===== src/rtl/ipmb_frame_check_classify_defines.svh =====
// ----------------------------------------------------------------------------
// IPMB frame check assertion macros
// Implication and next-cycle checks with clock and reset, empty for synthesis.
// ----------------------------------------------------------------------------
`ifndef IPMB_FRAME_CHECK_CLASSIFY_DEFINES_SVH
`define IPMB_FRAME_CHECK_CLASSIFY_DEFINES_SVH

`ifndef SYNTH
`define IPMB_ASSERT_IMPLY(label, clk, rst_n, ante, cons) \
    label: assert property (@(posedge clk) disable iff (!rst_n) (ante) |-> (cons)) \
        else $error("ipmb frame check: same-cycle check failed");
`define IPMB_ASSERT_NEXT(label, clk, rst_n, ante, cons) \
    label: assert property (@(posedge clk) disable iff (!rst_n) (ante) |=> (cons)) \
        else $error("ipmb frame check: next-cycle check failed");
`else
`define IPMB_ASSERT_IMPLY(label, clk, rst_n, ante, cons)
`define IPMB_ASSERT_NEXT(label, clk, rst_n, ante, cons)
`endif

`endif


===== src/rtl/ipmb_fcc_pkg.sv =====
// ----------------------------------------------------------------------------
// IPMB frame check package
// Status codes, field positions and event constants for the frame checker.
// ----------------------------------------------------------------------------
`default_nettype none

package ipmb_fcc_pkg;

    typedef enum logic [2:0] {
        STATUS_OK         = 3'd0,
        STATUS_HEADER_BAD = 3'd1,
        STATUS_BODY_BAD   = 3'd2,
        STATUS_TOO_SHORT  = 3'd3,
        STATUS_TOO_LONG   = 3'd4
    } status_t;

    localparam int DEFAULT_MAX_FRAME_BYTES = 64;

    localparam int HEADER_BYTES = 3;
    localparam int POS_NETFN    = 1;
    localparam int POS_SOURCE   = 3;
    localparam int POS_SEQUENCE = 4;
    localparam int POS_COMMAND  = 5;

    localparam logic [5:0] EVENT_NETFN   = 6'h3F;
    localparam logic [7:0] EVENT_COMMAND = 8'hFF;

endpackage

`default_nettype wire


===== src/rtl/ipmb_fcc_byte_if.sv =====
// ----------------------------------------------------------------------------
// IPMB frame byte channel
// One frame byte per transfer with a final-byte mark.
// ----------------------------------------------------------------------------
`default_nettype none

interface ipmb_fcc_byte_if;

    logic       valid;
    logic       ready;
    logic [7:0] data_byte;
    logic       last;

    modport source (output valid, output data_byte, output last, input ready);
    modport sink   (input valid, input data_byte, input last, output ready);

endinterface

`default_nettype wire


===== src/rtl/ipmb_fcc_result_if.sv =====
// ----------------------------------------------------------------------------
// IPMB frame result channel
// One check result and the captured header fields per frame.
// ----------------------------------------------------------------------------
`default_nettype none

interface ipmb_fcc_result_if;

    import ipmb_fcc_pkg::*;

    logic       valid;
    logic       ready;
    status_t    status;
    logic       is_event;
    logic [5:0] net_function;
    logic [7:0] source_address;
    logic [5:0] request_sequence;
    logic [7:0] command_code;
    logic [6:0] frame_length;

    modport source (
        output valid, output status, output is_event, output net_function,
        output source_address, output request_sequence, output command_code,
        output frame_length, input ready
    );
    modport sink (
        input valid, input status, input is_event, input net_function,
        input source_address, input request_sequence, input command_code,
        input frame_length, output ready
    );

endinterface

`default_nettype wire


===== src/rtl/ipmb_frame_check_classify.sv =====
// ----------------------------------------------------------------------------
// IPMB frame check and classify: header/body checksums, field capture, status
// Final byte: registered at input stage, verdict registered at result stage.
// Throughput: one byte per cycle; a final byte holds in the input register
// while an earlier result waits unaccepted in the result register.
// Reset: async active low clears sums, position, captures and both valid bits.
// ----------------------------------------------------------------------------
`default_nettype none

`include "ipmb_frame_check_classify_defines.svh"

module ipmb_frame_check_classify #(
    parameter int MAX_FRAME_BYTES = ipmb_fcc_pkg::DEFAULT_MAX_FRAME_BYTES
) (
    input  logic               clk,
    input  logic               rst_n,
    ipmb_fcc_byte_if.sink      frame,
    ipmb_fcc_result_if.source  result
);

    import ipmb_fcc_pkg::*;

    localparam int              POS_W   = $clog2(MAX_FRAME_BYTES + 1);
    localparam logic [POS_W-1:0] MAX_POS = POS_W'(MAX_FRAME_BYTES);

    // input stage
    logic       s1_valid_reg, s1_valid_next;
    logic [7:0] s1_byte_reg;
    logic       s1_last_reg;
    logic       out_free;
    logic       s1_go;
    logic       take;

    // frame state
    logic [7:0]       hdr_sum_reg,  hdr_sum_next,  hdr_acc;
    logic [7:0]       body_sum_reg, body_sum_next, body_acc;
    logic [POS_W-1:0] pos_reg,      pos_next,      pos_acc;
    logic             ovf_reg,      ovf_next,      ovf_acc;
    logic [5:0]       netfn_reg,    netfn_next,    netfn_acc;
    logic [7:0]       source_reg,   source_next,   source_acc;
    logic [5:0]       seq_reg,      seq_next,      seq_acc;
    logic [7:0]       cmd_reg,      cmd_next,      cmd_acc;
    status_t          status_acc;

    // result stage
    logic       out_valid_reg, out_valid_next;
    status_t    out_status_reg;
    logic       out_event_reg;
    logic [5:0] out_netfn_reg;
    logic [7:0] out_source_reg;
    logic [5:0] out_seq_reg;
    logic [7:0] out_cmd_reg;
    logic [6:0] out_len_reg;

    assign out_free    = !out_valid_reg || result.ready;
    assign s1_go       = s1_valid_reg && (!s1_last_reg || out_free);
    assign frame.ready = !s1_valid_reg || s1_go;
    assign take        = frame.valid && frame.ready;

    always_comb
    begin
        s1_valid_next = s1_valid_reg;
        if (take)
        begin
            s1_valid_next = 1'b1;
        end
        else if (s1_go)
        begin
            s1_valid_next = 1'b0;
        end
    end

    always_ff @(posedge clk or negedge rst_n)
    begin
        if (!rst_n)
        begin
            s1_valid_reg <= 1'b0;
        end
        else
        begin
            s1_valid_reg <= s1_valid_next;
        end
    end

    always_ff @(posedge clk)
    begin
        if (take)
        begin
            s1_byte_reg <= frame.data_byte;
            s1_last_reg <= frame.last;
        end
    end

    // accumulate one byte into the frame state
    always_comb
    begin
        hdr_acc    = hdr_sum_reg;
        body_acc   = body_sum_reg;
        pos_acc    = pos_reg;
        ovf_acc    = ovf_reg;
        netfn_acc  = netfn_reg;
        source_acc = source_reg;
        seq_acc    = seq_reg;
        cmd_acc    = cmd_reg;
        if (pos_reg >= MAX_POS)
        begin
            ovf_acc = 1'b1;
        end
        else
        begin
            if (pos_reg < POS_W'(HEADER_BYTES))
            begin
                hdr_acc = hdr_sum_reg + s1_byte_reg;
            end
            else
            begin
                body_acc = body_sum_reg + s1_byte_reg;
            end
            case (pos_reg)
                POS_W'(POS_NETFN):    netfn_acc  = s1_byte_reg[7:2];
                POS_W'(POS_SOURCE):   source_acc = s1_byte_reg;
                POS_W'(POS_SEQUENCE): seq_acc    = s1_byte_reg[7:2];
                POS_W'(POS_COMMAND):  cmd_acc    = s1_byte_reg;
                default:              ;
            endcase
            pos_acc = pos_reg + 1'b1;
        end
    end

    always_comb
    begin
        if (ovf_acc)
        begin
            status_acc = STATUS_TOO_LONG;
        end
        else if (pos_acc < POS_W'(HEADER_BYTES))
        begin
            status_acc = STATUS_TOO_SHORT;
        end
        else if (hdr_acc != 8'd0)
        begin
            status_acc = STATUS_HEADER_BAD;
        end
        else if (body_acc != 8'd0)
        begin
            status_acc = STATUS_BODY_BAD;
        end
        else
        begin
            status_acc = STATUS_OK;
        end
    end

    // store the accumulated byte, or clear the frame state after the final byte
    always_comb
    begin
        hdr_sum_next  = hdr_sum_reg;
        body_sum_next = body_sum_reg;
        pos_next      = pos_reg;
        ovf_next      = ovf_reg;
        netfn_next    = netfn_reg;
        source_next   = source_reg;
        seq_next      = seq_reg;
        cmd_next      = cmd_reg;
        if (s1_go && s1_last_reg)
        begin
            hdr_sum_next  = '0;
            body_sum_next = '0;
            pos_next      = '0;
            ovf_next      = 1'b0;
            netfn_next    = '0;
            source_next   = '0;
            seq_next      = '0;
            cmd_next      = '0;
        end
        else if (s1_go)
        begin
            hdr_sum_next  = hdr_acc;
            body_sum_next = body_acc;
            pos_next      = pos_acc;
            ovf_next      = ovf_acc;
            netfn_next    = netfn_acc;
            source_next   = source_acc;
            seq_next      = seq_acc;
            cmd_next      = cmd_acc;
        end
    end

    always_ff @(posedge clk or negedge rst_n)
    begin
        if (!rst_n)
        begin
            hdr_sum_reg  <= '0;
            body_sum_reg <= '0;
            pos_reg      <= '0;
            ovf_reg      <= 1'b0;
            netfn_reg    <= '0;
            source_reg   <= '0;
            seq_reg      <= '0;
            cmd_reg      <= '0;
        end
        else
        begin
            hdr_sum_reg  <= hdr_sum_next;
            body_sum_reg <= body_sum_next;
            pos_reg      <= pos_next;
            ovf_reg      <= ovf_next;
            netfn_reg    <= netfn_next;
            source_reg   <= source_next;
            seq_reg      <= seq_next;
            cmd_reg      <= cmd_next;
        end
    end

    always_comb
    begin
        out_valid_next = out_valid_reg;
        if (s1_go && s1_last_reg)
        begin
            out_valid_next = 1'b1;
        end
        else if (result.ready)
        begin
            out_valid_next = 1'b0;
        end
    end

    always_ff @(posedge clk or negedge rst_n)
    begin
        if (!rst_n)
        begin
            out_valid_reg <= 1'b0;
        end
        else
        begin
            out_valid_reg <= out_valid_next;
        end
    end

    always_ff @(posedge clk)
    begin
        if (s1_go && s1_last_reg)
        begin
            out_status_reg <= status_acc;
            out_event_reg  <= (netfn_acc == EVENT_NETFN) && (cmd_acc == EVENT_COMMAND);
            out_netfn_reg  <= netfn_acc;
            out_source_reg <= source_acc;
            out_seq_reg    <= seq_acc;
            out_cmd_reg    <= cmd_acc;
            out_len_reg    <= 7'(pos_acc);
        end
    end

    assign result.valid            = out_valid_reg;
    assign result.status           = out_status_reg;
    assign result.is_event         = out_event_reg;
    assign result.net_function     = out_netfn_reg;
    assign result.source_address   = out_source_reg;
    assign result.request_sequence = out_seq_reg;
    assign result.command_code     = out_cmd_reg;
    assign result.frame_length     = out_len_reg;

    `IPMB_ASSERT_IMPLY(a_ovf_at_full, clk, rst_n, ovf_reg, pos_reg == MAX_POS)
    `IPMB_ASSERT_IMPLY(a_pos_bounded, clk, rst_n, 1'b1, pos_reg <= MAX_POS)
    `IPMB_ASSERT_NEXT(a_clear_after_last, clk, rst_n, s1_go && s1_last_reg,
        pos_reg == '0 && !ovf_reg && hdr_sum_reg == 8'd0 && result.valid)
    `IPMB_ASSERT_NEXT(a_stage_holds, clk, rst_n, s1_valid_reg && !s1_go,
        s1_valid_reg && $stable(s1_byte_reg) && $stable(s1_last_reg))
    `IPMB_ASSERT_IMPLY(a_short_len, clk, rst_n,
        result.valid && result.status == STATUS_TOO_SHORT,
        result.frame_length < 7'd3 && !result.is_event)

endmodule

`default_nettype wire


===== src/flat_wrapper.sv =====
// flat-port wrapper written by rule: the top's interface ports become plain ports
module ipmb_frame_check_classify_flat import ipmb_fcc_pkg::*;
#(
    parameter int MAX_FRAME_BYTES = ipmb_fcc_pkg::DEFAULT_MAX_FRAME_BYTES
)
  (clk, rst_n, frame_valid, frame_data_byte, frame_last, frame_ready, result_valid, result_status, result_is_event, result_net_function, result_source_address, result_request_sequence, result_command_code, result_frame_length, result_ready);
  ipmb_fcc_byte_if frame_i ();
  ipmb_fcc_result_if result_i ();
  input  logic clk;
  input  logic rst_n;
  input wire logic [$bits(frame_i.valid)-1:0] frame_valid;
  input wire logic [$bits(frame_i.data_byte)-1:0] frame_data_byte;
  input wire logic [$bits(frame_i.last)-1:0] frame_last;
  output wire logic [$bits(frame_i.ready)-1:0] frame_ready;
  output wire logic [$bits(result_i.valid)-1:0] result_valid;
  output wire logic [$bits(result_i.status)-1:0] result_status;
  output wire logic [$bits(result_i.is_event)-1:0] result_is_event;
  output wire logic [$bits(result_i.net_function)-1:0] result_net_function;
  output wire logic [$bits(result_i.source_address)-1:0] result_source_address;
  output wire logic [$bits(result_i.request_sequence)-1:0] result_request_sequence;
  output wire logic [$bits(result_i.command_code)-1:0] result_command_code;
  output wire logic [$bits(result_i.frame_length)-1:0] result_frame_length;
  input wire logic [$bits(result_i.ready)-1:0] result_ready;
  assign frame_i.valid = frame_valid;
  assign frame_i.data_byte = frame_data_byte;
  assign frame_i.last = frame_last;
  assign frame_ready = frame_i.ready;
  assign result_valid = result_i.valid;
  assign result_status = result_i.status;
  assign result_is_event = result_i.is_event;
  assign result_net_function = result_i.net_function;
  assign result_source_address = result_i.source_address;
  assign result_request_sequence = result_i.request_sequence;
  assign result_command_code = result_i.command_code;
  assign result_frame_length = result_i.frame_length;
  assign result_i.ready = result_ready;
  ipmb_frame_check_classify #(.MAX_FRAME_BYTES(MAX_FRAME_BYTES)) u_core (.clk(clk), .rst_n(rst_n), .frame(frame_i), .result(result_i));
endmodule

===== config.mk =====
export PLATFORM = sky130hd
export DESIGN_NAME = ipmb_frame_check_classify_flat
export DESIGN_NICKNAME = d
export VERILOG_FILES = /design/src/rtl/ipmb_fcc_pkg.sv /design/src/rtl/ipmb_fcc_byte_if.sv /design/src/rtl/ipmb_fcc_result_if.sv /design/src/rtl/ipmb_frame_check_classify.sv /design/src/flat_wrapper.sv
export VERILOG_INCLUDE_DIRS = /design/src /design/src/rtl
export SDC_FILE = /design/constraint.sdc
export NUM_CORES = 1
export LEC_CHECK = 0
export BUFFER_PORTS_ARGS = -buffer_cell sky130_fd_sc_hd__buf_4
export CAP_MARGIN = 20
export CORE_UTILIZATION = 58
export DETAILED_ROUTE_END_ITERATION = 12
export PLACE_DENSITY = 0.79
export SKIP_CTS_REPAIR_TIMING = 1
export SLEW_MARGIN = 20
export SYNTH_ARGS = -nofsm -noshare
export SYNTH_HDL_FRONTEND = slang
export SYNTH_SLANG_ARGS = --single-unit
export TNS_END_PERCENT = 100

===== constraint.sdc =====
create_clock -name clk -period 4.8 [get_ports clk]
set_clock_uncertainty 0.15 [all_clocks]
set_input_delay 0.48 -clock clk [delete_from_list [all_inputs] [get_ports clk]]
set_output_delay 0.48 -clock clk [all_outputs]
set_load 0.01 [all_outputs]

; Word-level counts from Yosys, hierarchy flattened
; Index checks and enable logic that the tools add are counted.
[totals]
register_bits = 102
in_bits = 13
elab_cells = 83
output_inout_bits = 41
[op_classes]
mux = 37
n_lt_le_gt_ge = 3
reduce_logical = 15
n_eq_ne = 6
add_sub_neg = 3
[op_table]
columns = op, count
row1 = two-way mux 8 bit, 16
row2 = two-way mux 6 bit, 8
row3 = two-way mux 7 bit, 3
row4 = adder 8 bit, 2
row5 = nonzero test 8 bit, 2
row6 = == test 7 x 3 -> 1 bit (second input constant), 2
row7 = < comparator 7 x 2 -> 1 bit (second input constant), 2
row8 = == test 8 bit (second input constant), 1
row9 = adder 7 x 1 -> 7 bit (second input constant), 1
row10 = == test 7 x 1 -> 1 bit (second input constant), 1
row11 = == test 7 x 2 -> 1 bit (second input constant), 1
row12 = greater-or-equal comparator 7 bit (second input constant), 1
row13 = two-way mux 1 bit, 7
row14 = == test 6 bit (second input constant), 1
row15 = two-way mux 3 bit, 2
row16 = nonzero test 2 bit, 3
row17 = logical AND 1 bit, 4
row18 = logical NOT 1 bit, 3
row19 = logical OR 1 bit, 3
row20 = two-way mux 2 bit, 1

; Longest topological paths before layout
[logic_depth]
depth_word = 7
mapped_depth = 9

; Worst setup path after synthesis
; No wires, ideal clock.
[synth_path]
kind = reg-to-reg
start = register u_core.s1_last_reg
end = register u_core.out_cmd_reg[0], in the netlist u_core.result.command_code[0], enable pin
period_less_slack_ps = 3380
arrival_ps = 2793
path_slack_ps = 1420
stages_incl_launch_ff = 6
required_time_ps = 4213
path_cell_list = edfxtp_1 inv_1 or3_1 nand2_1 clkbuf_1 nor2_1
[synth_between]
elab_chain_cells = 4
[synth_rtl]
columns = element, line
row1 = from (decl), ipmb_frame_check_classify.sv:29  ; logic s1_last_reg;
row2 = from (signal assigned), ipmb_frame_check_classify.sv:90  ; s1_last_reg <= frame.last;
row3 = logical NOT 1 bit, ipmb_frame_check_classify.sv:56  ; assign s1_go = s1_valid_reg && (!s1_last_reg || out_free);
row4 = logical OR 1 bit, ipmb_frame_check_classify.sv:56
row5 = logical AND 1 bit, ipmb_frame_check_classify.sv:56
row6 = logical AND 1 bit *, ipmb_frame_check_classify.sv:242  ; if (s1_go && s1_last_reg)
row7 = to (signal assigned), ipmb_frame_check_classify.sv:249  ; out_cmd_reg <= cmd_acc;
row8 = to (decl), ipmb_frame_check_classify.sv:52  ; logic [7:0] out_cmd_reg;
; Every way passes the cells marked *; elsewhere a longest branch is shown, timed or not.
; A chain may end at the register's enable or synchronous reset.

; Final worst setup path
[layout_path]
start = register u_core.pos_reg[4]
end = register u_core.out_status_reg[1], in the netlist u_core.result.status[1] (data pin)
[layout_between]
elab_chain_cells = 7
[layout_rtl]
columns = element, line
row1 = from (decl), ipmb_frame_check_classify.sv:37  ; logic [POS_W-1:0] pos_reg, pos_next, pos_acc;
row2 = from (signal assigned), ipmb_frame_check_classify.sv:206  ; pos_reg <= pos_next;
row3 = branches (longest 7 deep; another with adder 7 x 1 -> 7 bit), -
row4 = to (signal assigned), ipmb_frame_check_classify.sv:244  ; out_status_reg <= status_acc;
row5 = to (decl), ipmb_frame_check_classify.sv:47  ; status_t out_status_reg;
; Several ways; the timed one is not identified.

==> results by group <==
Routing
  • Post-route ant nets: 0
  • Drt first pass iters: 5
  • Via Count: 3427
  • Initial DRC count: 294
  • Final WL: 10400 um
  • Number of remaining DRC errors: 0
  • DR WL/cell: 18.5 um
  • DR vias/cell: 6.08

Timing
  • Relative slew slack: 0.338
  • Setup violators final: 0
  • Max-slew violations: 0
  • Final Cycle Share: 0.708
  • Hold Vio Cnt, Final: 0
  • RSZ-0062 raised after global routing: false
  • Final setup TNS: 0 ns
  • Least-Margin Pin Slew: 0.989 ns
  • Fin crit period: 3.40 ns
  • Max Freq: 0.294 GHz

Synth
  • Mapped Cells: 404
  • Synth Area in Adders: 0.0529
  • Mapped Area: 4770 sq um
  • Cell variety after synth: 47
  • Post-Synth XOR/XNOR Area: 0.0312
  • Ys async rst share: 0.529
  • Dominant cell type by area after synthesis: edfxtp_1
  • Mean post-synth cell area: 11.8 sq um
  • Largest family of logic cells by synthesized area: compound AO/OA/AOI/OAI gates
  • Yosys top cell area share: 0.302
  • Ys flop type: dfrtp_1
  • Synth warn: 0
  • #FFs+latches synth: 102
  • Multiplexer share of the synthesized area: 0.0689
  • Simple-gate share of the synthesized area: 0.108
  • Top cells by area, synth: edfxtp_1, dfrtp_1, ha_1
  • Mapped Nets: 436
  • Post-synth EDFFs: 48
  • Sequential-to-total area share from yosys stat: 0.585
  • Compound-cell area share of the yosys netlist: 0.127

Worst setup path
  • Critical Path Sink Type: flop
  • Crit path arrival time: 3.45 ns
  • Crit path largest cell delay: 0.60 ns
  • Worst Path Required: 4.85 ns
  • Crit path max fanout: 15
  • Slowest-stage cell, CP: a2111o_1
  • Startpoint Class: flop
  • WP buf/inv: 0
  • Cells along the critical path: or3_4, a2111o_1, or4_1, o31ai_1, nand2_1, or4b_1, a221oi_2
  • CP Class: flop to flop
  • Crit path from: u_core.pos_reg[4]
  • R2r startpoint: u_core.pos_reg[4]
  • Delay-heaviest family, CP: simple AND/OR/NAND/NOR gates

Finish
  • Ant diodes: 0
  • Finished Layout Cells: 564
  • Area grow syn2layout: 14.6%
  • Commonest non-fill, non-tap cell in the layout: buf_4
  • Nets: 489
  • Most frequent cells in the layout: buf_4, dfrtp_1, nand2_1, edfxtp_1, o21ai_0
  • Layout Utilization: 0.697
  • Proportion of layout cells with a drive suffix above 1: 0.195

Die
  • Height of the die: 92.7 um
  • Initial Utilization: 0.608
  • Die area: 8600 sq um
  • Boundary pin count: 54
  • # rows: 32
  • Core ar.: 7850 sq um
  • Die Span X: 92.7 um

CTS
  • Reg clk slew, reported paths: 0.10 ns
  • Latest clock arrival within the worst-skew pair: 0.37 ns
  • CTS tree: done
  • Root Buffer: clkbuf_8
  • Total CTS buffers: 9
  • # H-tree levels: 3
  • Clock sink count: 102
  • Clock tree buffer depth: 2

Placed design
  • RePlAce Congestion: 0.829
  • Placed insts: 548
  • PortBufs: 53
  • DP HPWL: 7200 um

Outcome
  • Status: finished clean

Power
  • Leakage power: 2.54 nW
  • PD cells: 447 nW/um^2
  • Worst vdd ir: 273 uV

Flow run
  • Number of max-cap violations: 0

Hold path
  • Worst hold path class: input pin to asynchronous set/reset pin

Global route
  • First-pass GRT wire length: 16600 um
  • Vias in the first global route: 3336
  • Antenna violations before repair: 0
  • GRT Util Overall: 0.258
  • Total gr overflow: 0
  • Largest net degree at the start of global routing: 55
==> per-layer routing <==
layer,wire length (um),GRT usage,vias up
li1,-,-,1576
met1,4340,0.328,1712
met2,5310,0.435,115
met3,458,0.0419,24
met4,297,0.118,0
met5,0,0,-
==> kinds of logic (layout without fill, tap and decap cells) <==
group           Yosys count  after routing
mux                      31             31
simple gates            109            109
buf+inv                  34             92
fa+ha+maj                19             19
flops                   102            102
xor+xnor                 17             17
compound gates           92             92
==> worst reg2reg max path: stages, from the launching register on <==
cell	delay, ns
dfrtp_1	0.45
or3_4	0.41
a2111o_1	0.61
or4_1	0.53
o31ai_1	0.24
nand2_1	0.11
or4b_1	0.52
a221oi_2	0.22
==> power breakdown <==
group	switching, mW	internal, mW
combinational	0.421	0.326
sequential	0.123	1.05
clock	0.306	0.226
==> cell usage after synthesis, types with 8 or more instances <==
master    count
nor4_1        8
xor2_1        8
inv_1        21
a22oi_1      12
ha_1         17
nand3_1      10
nand2_1      50
mux2i_1      16
mux2_2       15
clkbuf_1     13
o21ai_0      37
dfrtp_1      54
a22o_1       14
nor2_1       16
a21oi_1       8
edfxtp_1     48
xnor2_1       9
==> final timing paths <==
| path | endpoint | slack (ns) | cells after the start |
|---|---|---|---|
| max | u_core.result.status[1] | 1.40 | 7 |
| min | u_core.source_reg[2] | 0.01 | 1 |
| max reg2reg | u_core.result.status[1] | 1.40 | 7 |
| min reg2reg | u_core.cmd_reg[0] | 0.35 | 2 |
| max in group asynchronous | u_core.hdr_sum_reg[6] | 4.03 | 1 |
| min in group clk | u_core.s1_byte_reg[1] | 0.13 | 1 |
==> layout make-up <==
class	instances	area (sq um)
clock buffers	10	149
clock inverters	6	50.0
fillers	578	2380
inverters	21	78.8
multi-input cells	268	1860
flip-flops and latches	102	2790
well taps	102	128
repair buffers	55	413
==> stage by stage <==
stage | hold slack [ns] | worst slack, ns | total power, mW | instance area [sq um]
5_1_grt | 0.0611 | 1.28 | 2.59 | 5470
2_1_floorplan | 0.0344 | 1.42 | 1.70 | 4770
3_3_place_gp | 0.311 | 1.52 | 1.89 | 5270
4_1_cts | 0.0220 | 1.40 | 2.45 | 5470
6_report | 0.0108 | 1.40 | 2.45 | 5470
3_5_place_dp | 0.325 | 1.41 | 1.93 | 5270
No activity file was read; power rests on OpenSTA's default activity.
